===== config.mk =====
export PLATFORM = sky130hd
export DESIGN_NAME = scmmdw_ctrl
export DESIGN_NICKNAME = d
export VERILOG_FILES = /design/src/hw/rtl/scmmdw_pkg.sv /design/src/hw/rtl/scmmdw_ctrl.sv
export SDC_FILE = /design/constraint.sdc
export NUM_CORES = 1
export LEC_CHECK = 0
export ABC_AREA = 1
export BUFFER_PORTS_ARGS = -buffer_cell sky130_fd_sc_hd__buf_4
export CAP_MARGIN = 30
export CORE_AREA = 2 2 39 41
export CTS_CLUSTER_SIZE = 40
export DETAILED_ROUTE_END_ITERATION = 10
export DIE_AREA = 0 0 41 43
export PLACE_DENSITY_LB_ADDON = 0.15
export SYNTH_ARGS = -nofsm -noshare
export SYNTH_HDL_FRONTEND = slang
export SYNTH_SLANG_ARGS = --single-unit

===== constraint.sdc =====
create_clock -name clk -period 2.37 [get_ports clk]
set_clock_uncertainty 0.2 [all_clocks]
set_input_delay 0.1185 -clock clk [delete_from_list [all_inputs] [get_ports clk]]
set_output_delay 0.1185 -clock clk [all_outputs]
set_load 0.01 [all_outputs]

===== src/hw/rtl/scmmdw_pkg.sv =====
`timescale 1ns / 1ps
`default_nettype none

package scmmdw_pkg;

	// raw word index before folding into the memory depth (one spare bit for a full-size modulus)
	localparam int RAW_IDX_W = 19;

	// index fold for depths that are not a power of two: estimate, subtract, correct
	localparam int FOLD_W     = 2;
	localparam int FOLD_STEPS = 3;

	localparam logic [FOLD_W-1:0] FOLD_EST = 2'd2;
	localparam logic [FOLD_W-1:0] FOLD_SUB = 2'd1;
	localparam logic [FOLD_W-1:0] FOLD_FIX = 2'd0;

	localparam int CFG_IDX_W  = 2;
	localparam int CFG_DATA_W = 2;

	localparam logic [CFG_IDX_W-1:0] REG_MODE = 2'd0;
	localparam logic [CFG_IDX_W-1:0] REG_BANK = 2'd1;
	localparam logic [CFG_IDX_W-1:0] REG_PRIO = 2'd2;

	localparam logic [1:0] PRIO_NORMAL = 2'd0;
	localparam logic [1:0] PRIO_UNDER  = 2'd1;
	localparam logic [1:0] PRIO_OVER   = 2'd2;
	localparam logic [1:0] PRIO_NONE   = 2'd3;

	localparam logic [2:0] TGT_PRAM = 3'd0;
	localparam logic [2:0] TGT_WRAM = 3'd1;
	localparam logic [2:0] TGT_NONE = 3'd2;
	localparam logic [2:0] TGT_BRAM = 3'd3;
	localparam logic [2:0] TGT_PCM  = 3'd4;
	localparam logic [2:0] TGT_IO   = 3'd5;

	localparam logic [19:0] PRAM_END  = 20'h07ffff;
	localparam logic [19:0] WRAM2_END = 20'h0bffff;
	localparam logic [19:0] WRAM1_END = 20'h0dffff;
	localparam logic [19:0] PCM_BASE  = 20'h0f0000;
	localparam logic [19:0] IO_BASE   = 20'h0f8000;

	typedef struct packed {
		logic        opcode;
		logic        upper_enable;
		logic        lower_enable;
		logic [23:0] bus_address;
		logic [15:0] bus_data;
	} access_t;

	typedef struct packed {
		logic [15:0] read_data;
		logic [2:0]  target;
		logic [19:0] forward_address;
		logic [15:0] forward_data;
		logic        forward_upper;
		logic        forward_lower;
	} result_t;

	typedef struct packed {
		logic              capture;
		logic              step;
		logic [FOLD_W-1:0] fold;
		logic              rd_en;
		logic              wb;
	} cmd_t;

endpackage

`default_nettype wire


===== src/hw/rtl/scmmdw_ctrl.sv =====
`timescale 1ns / 1ps
`default_nettype none

module scmmdw_ctrl #(
	parameter int STEPS = 0
) (
	input  wire                 clk,
	input  wire                 arst_n,
	input  wire                 start,
	output logic                busy,
	output logic                done,
	output scmmdw_pkg::cmd_t    cmd
);

	localparam int CNT_W = (STEPS < 2) ? 1 : $clog2(STEPS);

	localparam logic [1:0] S_IDLE   = 2'd0;
	localparam logic [1:0] S_REDUCE = 2'd1;
	localparam logic [1:0] S_READ   = 2'd2;
	localparam logic [1:0] S_WB     = 2'd3;

	logic [1:0]       state_q;
	logic [CNT_W-1:0] cnt_q;
	logic             done_q;

	always_ff @(posedge clk or negedge arst_n) begin
		if (!arst_n) begin
			state_q <= S_IDLE;
			cnt_q   <= '0;
			done_q  <= 1'b0;
		end else begin
			done_q <= (state_q == S_WB);
			unique case (state_q)
				S_IDLE: begin
					if (start) begin
						if (STEPS == 0) begin
							state_q <= S_READ;
						end else begin
							state_q <= S_REDUCE;
						end
						cnt_q <= CNT_W'(STEPS - 1);
					end
				end
				S_REDUCE: begin
					// one fold step per cycle, the count names the step
					if (cnt_q == '0) begin
						state_q <= S_READ;
					end else begin
						cnt_q <= cnt_q - 1'b1;
					end
				end
				S_READ: begin
					state_q <= S_WB;
				end
				S_WB: begin
					state_q <= S_IDLE;
				end
			endcase
		end
	end

	assign busy = (state_q != S_IDLE);
	assign done = done_q;

	always_comb begin
		cmd.capture = (state_q == S_IDLE) && start;
		cmd.step    = (state_q == S_REDUCE);
		cmd.fold    = scmmdw_pkg::FOLD_W'(cnt_q);
		cmd.rd_en   = (state_q == S_READ);
		cmd.wb      = (state_q == S_WB);
	end

endmodule

`default_nettype wire


==> results.md <==
- CP max-delay cell: dfrtp_1
- Setup crit start kind: flip-flop
- Pre-CTS setup slack: 1.195 ns
- Synth unique cells: 9
- Worst R2R Path Depth: 4
- Final setup vio count: 0
- Final-layout fill cell count: 162
- Fin Setup TNS: 0 ns
- Synthesized cell area: 195.2 um2
- Residual DRC count: 0
- Final WL: 423 um
- Global-route wire length before repair: 710 um
- Cell Area, Placed: 267.8 um2
- Clock sink count: 4
- Status: complete, no violations
- # hold bufs at CTS: 2
- PostCTS Resize Cnt: 0
- Height of the die: 43 um
- Number of global-route vias before repair: 179
- Design area: 310.3 um2
- Antenna cells: 0
- Buffers on Ports: 9
- Reg clk slew, reported paths: 0.04 ns
- Non-filler instance count after layout: 53
- Die area: 0.001763 mm2
- Syn Inst Count: 25
- GRT Util Overall: 7.143%
- Final net count: 42
- Worst path required time: 2.05 ns
- Grt ovf: 0
- CP arrival: 1.10 ns
- Post-route minimum period: 1.420 ns
- Largest cells by area after synthesis: dfrtp_1 51%, inv_1 12%, nand2_1 9.6%
- Initial core utilization: 14.10%
- Post-CTS Setup Repair Bufs: 0
- Largest area contributor in the netlist: dfrtp_1
- Number of max-cap violations: 0
- Crit-path max FO: 4
- Antenna violations before repair: 0
- IO Count: 11
- R2R setup slack: 1.31 ns
- Post-synthesis sequential area ratio: 51.28%
- Worst setup path class: reg -> out
- Count of final hold-check violations: 0
- Die Wd: 41 um
- CTS tree: built
- CTS H-tree depth: 1
- Leakage: 0.0001854 uW
- Drt pass-1 iters: 1
- FF-to-FF Start: state_q[0]
- Inst Count DP: 48
- Remaining antenna violation count: 0
- Num rows: 14
- Iter 0 DRT Violations: 0
- Root buf cell: clkbuf_4
- Crit-path cells: nor2_1 > nand2_1 > inv_1 > buf_4
- Largest net degree at the start of global routing: 5
- Fmax: 0.7042 GHz
- Clock insertion delay at the later pin of the skew report: 0.23 ns
- Final WS setup: 0.9500 ns
- TritonCTS buffer count: 3
- Tot Pwr: 425.1 uW
- Gpl congestion: 0.7805
- Core region area: 0.001384 mm2
- Area Overhead vs Synth: 58.97%
- Vias per inst: 3.113
- Final Cycle Share: 59.92%
- RSZ-0062 raised after global routing: false
- Clk buf depth: 2
- Mapped Nets: 28
- Crit Reg-Reg Endpoint: state_q[1]
- Worst hold path class: in -> async
- Pwr/cell area: 1370 mW/mm2
- Yosys top cell area share: 51.28%
- Synth Warn #: 0
- Seq cells post-synth: 4
- Hpwl dp: 337 um
- Worst VDD drop: 0.2345 mV
- Syn avg cell area: 7.807 um2
- Slew Viols, Final: 0
- Critical Path Max Stage Delay: 0.39 ns
- Vias: 165
- Wire per inst: 7.981 um
- Setup crit end kind: output pin
- Layout cells sized above 1: 37.84%
## state kept, by name, summed over array words and instances, names as in the netlist
name     flops
done         1
state_q      2
cnt_q        1
## stage by stage
stage / util (%) / hold slack (ns)
CTS: 22.42 / 0.01877
detailed placement: 19.35 / -0.2814
floorplan: - / -0.3771
finish: 22.42 / 0.01989
global route: 22.42 / 0.03135
global placement: 19.35 / -0.2812
## metal layers
metal | routed length (um) | up-vias | share of wire, % | global-route usage, %
li1 | - | 91 | - | -
met1 | 175 | 68 | 41 | 6.149
met2 | 221 | 6 | 52 | 8.750
met3 | 26 | 0 | 6.1 | 3.141
met4 | 0 | 0 | 0 | 12.00
met5 | 0 | - | 0 | 0
## synth_stat cells, drive strengths merged
cell / count
buf: 2
conb: 1
dfrtp: 4
inv: 7
nand2: 5
nor2: 4
o21ai: 1
o21bai: 1
## kinds of logic (layout without fill, tap and decap cells)
family,count (synthesis),in the layout,share of synthesized area (%)
AND/OR/NAND/NOR,9,9,17.31
buffers and inverters,9,21,21.15
flip-flops,4,4,51.28
AO/OA/AOI/OAI,2,2,8.336
other,1,1,1.921
## worst max-delay path, delay by kind of cell (launching register included)
kind,cells,cell delay (ns)
buf+inv,2,0.18
flops,1,0.39
simple gates,2,0.29
## area by class of cell
class | count | area (um2) | share of cell area (%)
tap | 16 | 20.02 | 6.452
multi-input combinational | 12 | 53.80 | 17.34
clock buffer | 3 | 22.52 | 7.258
sequential | 4 | 100.1 | 32.26
inverter | 7 | 26.28 | 8.468
timing repair buffer | 11 | 87.58 | 28.23
## worst max-delay path by stage
stage          depth (start not counted)  startpoint     end  slack, ns
5_1_grt                                4  state_q[0]  cmd[5]       0.83
3_3_place_gp                           4  state_q[0]  cmd[5]       1.22
2_1_floorplan                          3  state_q[0]  cmd[5]       1.33
4_1_cts                                4  state_q[0]  cmd[5]       0.93
3_5_place_dp                           4  state_q[0]  cmd[5]       1.20
6_report                               4  state_q[0]  cmd[5]       0.95
## cells in the final DEF (no fill, tap or decap), drive strengths merged
| cell type | instances |
|---|---|
| nand2 | 5 |
| dlygate4sd3 | 2 |
| o21ai | 1 |
| inv | 7 |
| buf | 9 |
| dfrtp | 4 |
| clkbuf | 3 |
| conb | 1 |
| o21bai | 1 |
| nor2 | 4 |
## report_power, final
part / total [uW] / leakage (uW) / switching (uW) / internal (uW)
registers: 125 / 0.0000480 / 20.6 / 104
clock network: 84.7 / 0.0000138 / 28.0 / 56.7
logic: 216 / 0.000124 / 112 / 103
total: 425 / 0.000185 / 161 / 264
Note: power is estimated with default switching activity, not from simulation.
